### config.mk
export PLATFORM = sky130hd
export DESIGN_NAME = rotate_reflect_blit_address_core
export DESIGN_NICKNAME = d
export VERILOG_FILES = /design/src/rrba_pkg.sv /design/src/rrba_map.sv /design/src/rrba_mul.sv /design/src/rrba_sum.sv /design/src/rotate_reflect_blit_address_core.sv
export VERILOG_INCLUDE_DIRS = /design/src /design/src/src
export SDC_FILE = /design/constraint.sdc
export NUM_CORES = 2
export LEC_CHECK = 0
export ABC_AREA = 1
export BUFFER_PORTS_ARGS = -buffer_cell sky130_fd_sc_hd__buf_2
export CAP_MARGIN = 20
export CELL_PAD_IN_SITES_DETAIL_PLACEMENT = 1
export CELL_PAD_IN_SITES_GLOBAL_PLACEMENT = 1
export CORE_MARGIN = 2
export CORE_UTILIZATION = 45
export DETAILED_ROUTE_END_ITERATION = 12
export GPL_TIMING_DRIVEN = 0
export PLACE_DENSITY_LB_ADDON = 0.1
export SLEW_MARGIN = 5
export SYNTH_ARGS = -nofsm -noshare
export SYNTH_HDL_FRONTEND = slang
export SYNTH_SLANG_ARGS = --single-unit
### constraint.sdc
create_clock -name clk -period 7.8 [get_ports clk]
set_input_delay 1.17 -clock clk [delete_from_list [all_inputs] [get_ports clk]]
set_output_delay 1.17 -clock clk [all_outputs]
set_load 0.01 [all_outputs]
### src/rotate_reflect_blit_address_core_assert.svh
// ----------------------------------------------------------------------------
// Assertion macros for the rotate/reflect blit address core.
// Each macro expects clk and arst_n to be visible where it is used.
// ----------------------------------------------------------------------------
`ifndef ROTATE_REFLECT_BLIT_ADDRESS_CORE_ASSERT_SVH
`define ROTATE_REFLECT_BLIT_ADDRESS_CORE_ASSERT_SVH

// The consequent must hold in the same cycle as the antecedent.
`define RRBA_ASSERT_IMPLY(lbl, ante, cons) \
	lbl: assert property (@(posedge clk) disable iff (!arst_n) (ante) |-> (cons)) \
		else $error("rrba: implication check failed");

// The consequent must hold after the antecedent, delayed by the parameter n.
`define RRBA_ASSERT_DELAY(lbl, ante, n, cons) \
	lbl: assert property (@(posedge clk) disable iff (!arst_n) (ante) |-> ##n (cons)) \
		else $error("rrba: delayed check failed");

`endif

### src/rrba_pkg.sv
// ----------------------------------------------------------------------------
// rrba_pkg
// Shared widths, register indexes, mode codes and stage types of the
// rotate/reflect blit address core.
// ----------------------------------------------------------------------------
package rrba_pkg;

	localparam int COORD_W    = 13;
	localparam int DIM_W      = 14;
	localparam int PITCH_W    = 17;
	localparam int BPP_W      = 3;
	localparam int OFF_W      = 29;
	localparam int CFG_IDX_W  = 3;
	localparam int CFG_DATA_W = 17;
	localparam int PIPE_LAT   = 3;

	localparam logic [CFG_IDX_W-1:0] REG_MODE      = 3'd0;
	localparam logic [CFG_IDX_W-1:0] REG_BPP       = 3'd1;
	localparam logic [CFG_IDX_W-1:0] REG_WIDTH     = 3'd2;
	localparam logic [CFG_IDX_W-1:0] REG_HEIGHT    = 3'd3;
	localparam logic [CFG_IDX_W-1:0] REG_SRC_PITCH = 3'd4;
	localparam logic [CFG_IDX_W-1:0] REG_DST_PITCH = 3'd5;

	typedef enum logic [2:0] {
		MODE_IDENT     = 3'd0,
		MODE_REFL_X    = 3'd1,
		MODE_REFL_Y    = 3'd2,
		MODE_REFL_XY   = 3'd3,
		MODE_ROT_PLUS  = 3'd4,
		MODE_ROT_MINUS = 3'd5
	} mode_t;

	localparam logic [2:0] MODE_RESET = 3'd0;
	localparam logic [BPP_W-1:0] BPP_RESET = 3'd4;
	localparam logic [DIM_W-1:0] WIDTH_RESET = 14'd1024;
	localparam logic [DIM_W-1:0] HEIGHT_RESET = 14'd768;
	localparam logic [PITCH_W-1:0] PITCH_RESET = 17'd4096;

	typedef struct packed {
		logic [2:0]         mode;
		logic [BPP_W-1:0]   bpp;
		logic [DIM_W-1:0]   width;
		logic [DIM_W-1:0]   height;
		logic [PITCH_W-1:0] src_pitch;
		logic [PITCH_W-1:0] dst_pitch;
	} cfg_t;

	typedef struct packed {
		logic               valid;
		logic               last;
		logic               bad;
		logic [COORD_W-1:0] x;
		logic [COORD_W-1:0] y;
		logic [DIM_W-1:0]   row;
		logic [DIM_W-1:0]   col;
	} s1_t;

	typedef struct packed {
		logic                     valid;
		logic                     last;
		logic                     bad;
		logic [OFF_W-1:0]         src_row;
		logic [COORD_W+BPP_W-1:0] src_col;
		logic [OFF_W-1:0]         dst_row;
		logic [DIM_W+BPP_W-1:0]   dst_col;
	} s2_t;

	// Pixel size zero behaves as one byte, anything above four as four.
	function automatic logic [BPP_W-1:0] bpp_clamp(input logic [BPP_W-1:0] raw);
		logic [BPP_W-1:0] res;
		if (raw == '0) begin
			res = BPP_W'(1);
		end else if (raw > BPP_W'(4)) begin
			res = BPP_W'(4);
		end else begin
			res = raw;
		end
		return res;
	endfunction

endpackage

### src/rrba_map.sv
// ----------------------------------------------------------------------------
// rrba_map
// First stage: maps the source coordinate to the destination row and column
// for the selected mode and flags positions outside the destination.
// ----------------------------------------------------------------------------
module rrba_map import rrba_pkg::*; (
	input  logic               clk,
	input  logic               arst_n,
	input  logic               in_valid,
	input  logic [COORD_W-1:0] px,
	input  logic [COORD_W-1:0] py,
	input  logic               last,
	input  cfg_t               cfg,
	output s1_t                s1
);

	logic [DIM_W-1:0] xe;
	logic [DIM_W-1:0] ye;
	logic [DIM_W-1:0] w_m1_x;
	logic [DIM_W-1:0] w_m1_y;
	logic [DIM_W-1:0] h_m1_x;
	logic [DIM_W-1:0] h_m1_y;
	logic             bad_std;
	logic             bad_rot;
	logic             bad;
	logic [DIM_W-1:0] row;
	logic [DIM_W-1:0] col;
	mode_t            mode;

	assign xe = DIM_W'(px);
	assign ye = DIM_W'(py);
	assign w_m1_x = cfg.width - DIM_W'(1) - xe;
	assign w_m1_y = cfg.width - DIM_W'(1) - ye;
	assign h_m1_x = cfg.height - DIM_W'(1) - xe;
	assign h_m1_y = cfg.height - DIM_W'(1) - ye;
	assign bad_std = (xe >= cfg.width) || (ye >= cfg.height);
	assign bad_rot = (xe >= cfg.height) || (ye >= cfg.width);
	assign mode = mode_t'(cfg.mode);

	// Unused mode codes fall back to the identity mapping.
	always_comb begin
		unique case (mode)
			MODE_REFL_X: begin
				bad = bad_std;
				row = ye;
				col = w_m1_x;
			end
			MODE_REFL_Y: begin
				bad = bad_std;
				row = h_m1_y;
				col = xe;
			end
			MODE_REFL_XY: begin
				bad = bad_std;
				row = h_m1_y;
				col = w_m1_x;
			end
			MODE_ROT_PLUS: begin
				bad = bad_rot;
				row = xe;
				col = w_m1_y;
			end
			MODE_ROT_MINUS: begin
				bad = bad_rot;
				row = h_m1_x;
				col = ye;
			end
			default: begin
				bad = bad_std;
				row = ye;
				col = xe;
			end
		endcase
	end

	always_ff @(posedge clk or negedge arst_n) begin
		if (!arst_n) begin
			s1 <= '0;
		end else begin
			s1.valid <= in_valid;
			s1.last  <= last;
			s1.bad   <= bad;
			s1.x     <= px;
			s1.y     <= py;
			s1.row   <= row;
			s1.col   <= col;
		end
	end

endmodule

### src/rrba_mul.sv
// ----------------------------------------------------------------------------
// rrba_mul
// Second stage: multiplies rows by the pitches and columns by the pixel size.
// ----------------------------------------------------------------------------
module rrba_mul import rrba_pkg::*; (
	input  logic clk,
	input  logic arst_n,
	input  cfg_t cfg,
	input  s1_t  s1,
	output s2_t  s2
);

	logic [COORD_W+PITCH_W-1:0] src_row_full;
	logic [DIM_W+PITCH_W-1:0]   dst_row_full;
	logic [COORD_W+BPP_W-1:0]   src_col;
	logic [DIM_W+BPP_W-1:0]     dst_col;

	assign src_row_full = (COORD_W+PITCH_W)'(s1.y) * (COORD_W+PITCH_W)'(cfg.src_pitch);
	assign dst_row_full = (DIM_W+PITCH_W)'(s1.row) * (DIM_W+PITCH_W)'(cfg.dst_pitch);
	assign src_col      = (COORD_W+BPP_W)'(s1.x) * (COORD_W+BPP_W)'(cfg.bpp);
	assign dst_col      = (DIM_W+BPP_W)'(s1.col) * (DIM_W+BPP_W)'(cfg.bpp);

	// Offsets wrap at the offset width, so the high product bits are dropped.
	always_ff @(posedge clk or negedge arst_n) begin
		if (!arst_n) begin
			s2 <= '0;
		end else begin
			s2.valid   <= s1.valid;
			s2.last    <= s1.last;
			s2.bad     <= s1.bad;
			s2.src_row <= src_row_full[OFF_W-1:0];
			s2.dst_row <= dst_row_full[OFF_W-1:0];
			s2.src_col <= src_col;
			s2.dst_col <= dst_col;
		end
	end

endmodule

### src/rrba_sum.sv
// ----------------------------------------------------------------------------
// rrba_sum
// Third stage: adds row and column terms and registers the result strobe.
// ----------------------------------------------------------------------------
module rrba_sum import rrba_pkg::*; (
	input  logic             clk,
	input  logic             arst_n,
	input  s2_t              s2,
	output logic             done,
	output logic [OFF_W-1:0] src_offset,
	output logic [OFF_W-1:0] dst_offset,
	output logic             out_of_range,
	output logic             last_out
);

	logic [OFF_W-1:0] src_sum;
	logic [OFF_W-1:0] dst_sum;

	assign src_sum = s2.src_row + OFF_W'(s2.src_col);
	assign dst_sum = s2.dst_row + OFF_W'(s2.dst_col);

	always_ff @(posedge clk or negedge arst_n) begin
		if (!arst_n) begin
			done <= 1'b0;
		end else begin
			done <= s2.valid;
		end
	end

	// A position outside the destination reports both offsets as zero.
	always_ff @(posedge clk) begin
		src_offset   <= s2.bad ? '0 : src_sum;
		dst_offset   <= s2.bad ? '0 : dst_sum;
		out_of_range <= s2.bad;
		last_out     <= s2.last;
	end

endmodule

### src/rotate_reflect_blit_address_core.sv
// An accepted request is registered in s1, then in s2, and then shows its result with done.
// Throughput: one request per cycle, every cycle, through a three-stage pipeline
// (mapping, multiplication, addition); busy is never raised.
// Reset clears the stage valid bits and done and returns the configuration to its defaults.
// Results cannot be held off, so nothing in the pipeline ever waits.
// ----------------------------------------------------------------------------
// rotate_reflect_blit_address_core
// Computes shadow-buffer read and framebuffer write byte offsets for one
// source pixel under identity, reflection or rotation.
// ----------------------------------------------------------------------------
`include "rotate_reflect_blit_address_core_assert.svh"

module rotate_reflect_blit_address_core import rrba_pkg::*; (
	input  logic                  clk,
	input  logic                  arst_n,
	input  logic                  start,
	output logic                  busy,
	input  logic [COORD_W-1:0]    px,
	input  logic [COORD_W-1:0]    py,
	input  logic                  last,
	input  logic                  cfg_we,
	input  logic [CFG_IDX_W-1:0]  cfg_idx,
	input  logic [CFG_DATA_W-1:0] cfg_data,
	output logic                  done,
	output logic [OFF_W-1:0]      src_offset,
	output logic [OFF_W-1:0]      dst_offset,
	output logic                  out_of_range,
	output logic                  last_out
);

	cfg_t cfg_q;
	s1_t  s1;
	s2_t  s2;
	logic accept;

	assign busy   = 1'b0;
	assign accept = start && !busy;

	always_ff @(posedge clk or negedge arst_n) begin
		if (!arst_n) begin
			cfg_q.mode      <= MODE_RESET;
			cfg_q.bpp       <= BPP_RESET;
			cfg_q.width     <= WIDTH_RESET;
			cfg_q.height    <= HEIGHT_RESET;
			cfg_q.src_pitch <= PITCH_RESET;
			cfg_q.dst_pitch <= PITCH_RESET;
		end else if (cfg_we) begin
			unique case (cfg_idx)
				REG_MODE:      cfg_q.mode      <= cfg_data[2:0];
				REG_BPP:       cfg_q.bpp       <= bpp_clamp(cfg_data[BPP_W-1:0]);
				REG_WIDTH:     cfg_q.width     <= cfg_data[DIM_W-1:0];
				REG_HEIGHT:    cfg_q.height    <= cfg_data[DIM_W-1:0];
				REG_SRC_PITCH: cfg_q.src_pitch <= cfg_data[PITCH_W-1:0];
				REG_DST_PITCH: cfg_q.dst_pitch <= cfg_data[PITCH_W-1:0];
				default: begin
				end
			endcase
		end
	end

	rrba_map u_map (
		.clk      (clk),
		.arst_n   (arst_n),
		.in_valid (accept),
		.px       (px),
		.py       (py),
		.last     (last),
		.cfg      (cfg_q),
		.s1       (s1)
	);

	rrba_mul u_mul (
		.clk    (clk),
		.arst_n (arst_n),
		.cfg    (cfg_q),
		.s1     (s1),
		.s2     (s2)
	);

	rrba_sum u_sum (
		.clk          (clk),
		.arst_n       (arst_n),
		.s2           (s2),
		.done         (done),
		.src_offset   (src_offset),
		.dst_offset   (dst_offset),
		.out_of_range (out_of_range),
		.last_out     (last_out)
	);

	// Every accepted request raises done when it leaves the pipeline, and nothing else raises done.
	`RRBA_ASSERT_DELAY(a_req_done, accept, PIPE_LAT, done)
	`RRBA_ASSERT_IMPLY(a_done_req, done, $past(accept, PIPE_LAT))
	`RRBA_ASSERT_IMPLY(a_oor_zero, done && out_of_range, src_offset == '0 && dst_offset == '0)
	`RRBA_ASSERT_IMPLY(a_stage_chain, s2.valid, $past(s1.valid))

endmodule
# ---- After elaboration in Yosys (flattened, before gate mapping)
# Index checks and enable logic that the tools add are counted.
dict set report word_totals {
  out_inout_bits 62
  regBits 280
}
dict set report classes {
  n_addsub 8
  n_eq_ne 10
  order_cmp 5
  n_mux 5
  n_reduce_logical 13
  n_mul 4
}
# op count
set op_table {}
lappend op_table {{14-bit case mux with 3 select lines} 2}
lappend op_table {{13-bit by 14-bit greater-or-equal comparator with 1-bit output} 4}
lappend op_table {{14-bit by 13-bit subtractor with 14-bit output} 4}
lappend op_table {{29-bit by 16-bit adder with 29-bit output} 1}
lappend op_table {{29-bit by 17-bit adder with 29-bit output} 1}
lappend op_table {{13-bit by 17-bit multiplier with 29-bit output} 1}
lappend op_table {{14-bit by 17-bit multiplier with 29-bit output} 1}
lappend op_table {{14-bit by 1-bit subtractor with 14-bit output (second input constant)} 2}
lappend op_table {{14-bit by 3-bit multiplier with 17-bit output} 1}
lappend op_table {{13-bit by 3-bit multiplier with 16-bit output} 1}
lappend op_table {{3-bit by 2-bit == test with 1-bit output (second input constant)} 4}
lappend op_table {{3-bit == test (second input constant)} 4}
lappend op_table {{2-bit AND reduction} 6}
lappend op_table {{3-bit by 1-bit == test with 1-bit output (second input constant)} 2}
lappend op_table {{3-bit zero test} 2}
lappend op_table {{3-bit 2-to-1 mux} 2}
lappend op_table {{2-bit OR reduction} 3}
lappend op_table {{3-bit greater-than comparator (second input constant)} 1}
lappend op_table {{1-bit logical OR} 2}
lappend op_table {{1-bit 2-to-1 mux} 1}

# ---- Depth between registers and ports, before layout
dict set report logic_depth {
  ltp_word 3
  mapped_depth 27
  depth_no_buf 25
}

# ---- Hierarchy
# Synthesis repeated with hierarchy kept, for this count alone.
dict set report unflattened {
  hier_cells 4792
  area_unflattened_um2 34092.7
}
# module instances cells_each seq_area_each_um2 area_per_inst_um2
set by_module_without_submodules {}
lappend by_module_without_submodules {rrba_mul 1 2801 2352.3 20862.5}
lappend by_module_without_submodules {rrba_map 1 854 1426.4 5657.9}
lappend by_module_without_submodules {rrba_sum 1 823 1226.2 4772.1}
lappend by_module_without_submodules {rotate_reflect_blit_address_core 1 314 1709.1 2800.2}

# ---- Worst setup path before layout
# Ideal clock, no wire load.
dict set report synth_path {
  path_type {reg2reg}
  startpoint {reg, netlist name u_map.s1[19]}
  endpoint {reg, netlist name u_mul.s2[43]}
  setup_ns 0.117
  arrival_ns 4.982
  synth_period_minus_slack_ns 5.100
  stages_incl_launch_ff 21
  setup_slack_ns 2.700
  cell_sequence {dfrtp_1 -> clkbuf_1 -> clkbuf_1 -> nand2_1 -> fa_1 -> fa_1 -> inv_1 -> fa_1 -> fa_1 -> fa_1 -> inv_1 -> fa_1 -> inv_1 -> ha_1 -> nand2_1 -> nor2_1 -> inv_1 -> nor3_1 -> nand2_1 -> nand4_1 -> nand2_1}
}
dict set report synth_between {
  elab_chain_cells 1
}
# element line_no
set synth_lines {}
lappend synth_lines {{14-bit by 17-bit multiplier with 29-bit output} rrba_mul.sv:19} ;# assign dst_row_full = (DIM_W+PITCH_W)'(s1.row) * (DIM_W+PITCH_W)'(cfg.dst_pitch);
lappend synth_lines {{named net u_mul.dst_row_full[26]} rrba_mul.sv:14} ;# logic [DIM_W+PITCH_W-1:0] dst_row_full;
# The timed path passes the listed nets, and every way through them passes these cells.
# A chain may end at the register's enable or synchronous reset.

# ---- Worst setup path after layout
dict set report layout_path {
  startpoint {reg, netlist name u_map.s1[20]}
  endpoint {reg, netlist name u_mul.s2[43]}
}
dict set report layout_between {
  elab_chain_cells 1
}
# element line_no
set layout_lines {}
lappend layout_lines {{14-bit by 17-bit multiplier with 29-bit output} rrba_mul.sv:19}
lappend layout_lines {{named net u_mul.dst_row_full[26]} rrba_mul.sv:14}
# The timed path passes the listed nets, and every way through them passes these cells.

==> out/qor.yml <==
synth:
  synth_area_per_cell_um2: 7.340
  synth.distinct_cells: 51
  synth_seq_cells: 280
  async_flop_share_pct: 78.57
  yosysWarnings: 0
  synth_nets: 5217
  syn_inst: 4497
  syn_area_um2: 33010
  synth_area_leaders: "fa_1, dfrtp_1, nand2_1"
  yosysTopAreaCell: "fa_1"
  synth_seq_area_share_pct: 20.34
  synth.top_cell.area_share_pct: 22.38
  ys.flop_type: "dfrtp_1"
  synth_edf_count: 0
sta:
  slew_headroom_pct: 35.22
  period_minus_slack_ns: 6.335
  grt_setup_unrepaired: "no"
  tightest_slew_ns: 0.9716
  min_period_over_period_pct: 81.22
  finalHoldViolations: 0
  setup_viol: 0
  hold-worst-slack_ns: 0.3496
  drv_slew: 0
  fmax_mhz: 157.8
  setup_tns_ns: 0
  fin_skew_ns: 0.03181
grt:
  grt_antenna_before_repair: 5
  grt_pass1_vias: 30559
  grt_max_degree: 112
  grtUsageTotal_pct: 28.53
  grt_overflow: 0
  grt_pass1_wl_mm: 167.2
clock_tree:
  worstSkewPairLatency_ns: 0.57
  path_clk_slew_ns: 0.06
  tritoncts: "built"
  htreeDepth: 2
  cts_sinks: 280
  post_cts_resized: 0
  holdBufCountCts: 0
  ctsLongestPathBuffers: 3
  post-cts-setup-buffers: 0
  cts-root-buf: "clkbuf_16"
  cts_buffers: 37
die:
  die_h_um: 274.8
  io_pins: 113
  start_util_pct: 45.32
  fp.dieW_um: 274.8
  row_count: 99
  die_area_um2: 75540
  core_um2: 72830
route:
  detail-route-antenna-nets: 0
  routed_via_density: 5.136
  drc: 0
  drt_iter0_markers: 1565
  wl_mm: 105.3
  vias: 28960
  routedWlPerCell_um: 18.68
  dr.pass1.iters: 7
critical_path:
  path_class: "reg2reg"
  crit_required_ns: 8.24
  cp.arrival_ns: 6.78
  worstPathMaxFanout: 10
  cp-end-kind: "flop"
  critPathLaunchType: "flop"
placement:
  port_buffers: 111
  gp_congestion: 0.9402
  dpl.hpwl_mm: 87.37
flow_run:
  maxCapViolations: 0
final_layout:
  fin_nets: 5368
  drive_above_1_share_pct: 5.774
  layout_common_cells: "nand2_1, inv_1, fa_1, ha_1, nor2_1"
  final_common_cell: "nand2_1"
  fin_util_pct: 49.50
  syn2layout_area_growth_pct: 9.222
run_status:
  status: "finished clean"
worst_hold_path:
  hold_path.class: "reg2reg"
stage by stage:
step           cells  instance area [um^2]  setup slack [ns]
2_1_floorplan   4497                 33010             2.700
3_3_place_gp    5567                 34760             1.659
3_5_place_dp    5568                 34800             1.548
4_1_cts         5635                 36040             1.578
5_1_grt         5636                 36050             1.157
6_report        5639                 36050             1.465
registers in the layout (all words and copies together) (netlist names):
| register | cells |
|---|---|
| cfg_q | 68 |
| u_map.s1 | 57 |
| u_mul.s2 | 94 |
| u_sum.done | 1 |
| u_sum.dst_offset | 29 |
| u_sum.last_out | 1 |
| u_sum.out_of_range | 1 |
| u_sum.src_offset | 29 |
layout make-up:
| type | instances | area (um^2) |
|---|---|---|
| fillers | 9329 | 36780 |
| clock buffers | 43 | 999.7 |
| well taps | 959 | 1200 |
| multi-input cells | 3058 | 21920 |
| diodes | 4 | 10.01 |
| inverters | 1038 | 3896 |
| flip-flops and latches | 280 | 6714 |
| plain buffers | 121 | 480.5 |
| clock inverters | 24 | 241.5 |
| repair buffers | 112 | 593.1 |
cell families (layout without fill, tap and decap cells):
logic type	Yosys count	count (layout)	share of synthesized area, %
flops	280	280	20.34
buf+inv	1159	1338	13.26
other cells	1	5	0.01136
xor+xnor	89	89	2.361
simple gates	1882	1882	23.36
fa+ha+maj	669	669	33.75
compound gates	417	417	6.918
layer usage:
metal  part of all wire, %  global-route usage (%)  up-vias  routed length (um)
met2                    45                   45.57      637               47060
met4                   2.3                   6.999        6                2401
li1                      -                       -    13843                   -
met1                    47                   40.60    14333               49570
met5                 0.035                       0        -                  37
met3                   5.9                   4.434      141                6251
worst paths after layout:
kind | slack (ns) | from | cells after the start | to
max | 1.46 | u_map.s1[20] | 20 | u_mul.s2[43]
min | 0.35 | u_mul.s2[92] | 0 | u_sum.last_out
max reg2reg | 1.46 | u_map.s1[20] | 20 | u_mul.s2[43]
min reg2reg | 0.35 | u_mul.s2[92] | 0 | u_sum.last_out
max in group asynchronous | 6.05 | arst_n | 2 | cfg_q[16]
min in group asynchronous | 0.65 | arst_n | 1 | u_mul.s2[82]
synthesized netlist by cell type, drive strengths merged (6+ instances only):
library cell	instances
a21o	8
a21oi	173
buf	12
clkbuf	109
dfrtp	214
dfstp	6
dfxtp	60
fa	369
ha	300
inv	1038
nand2	1345
nand3	185
nand4	47
nor2	255
nor3	33
o211ai	9
o21a	7
o21ai	180
o21bai	15
o221ai	8
o22ai	8
or2	6
xnor2	21
xor2	68
worst max-delay path, cell delays in order, from the launching register on:
cell and delay (ns):
dfrtp_1 0.32, clkbuf_1 0.56, clkbuf_1 0.65, nand2_1 0.19
fa_1 0.53, fa_1 0.53, inv_1 0.06, fa_1 0.55
fa_1 0.43, fa_1 0.49, inv_1 0.05, fa_1 0.48
inv_1 0.04, ha_1 0.37, nand2_1 0.12, nor2_1 0.27
inv_1 0.11, nor3_1 0.18, nand2_1 0.11, nand4_1 0.10
nand2_1 0.09
Power is not shown: default switching activity piles up to over one toggle a cycle in this logic, so the estimate is an artifact.
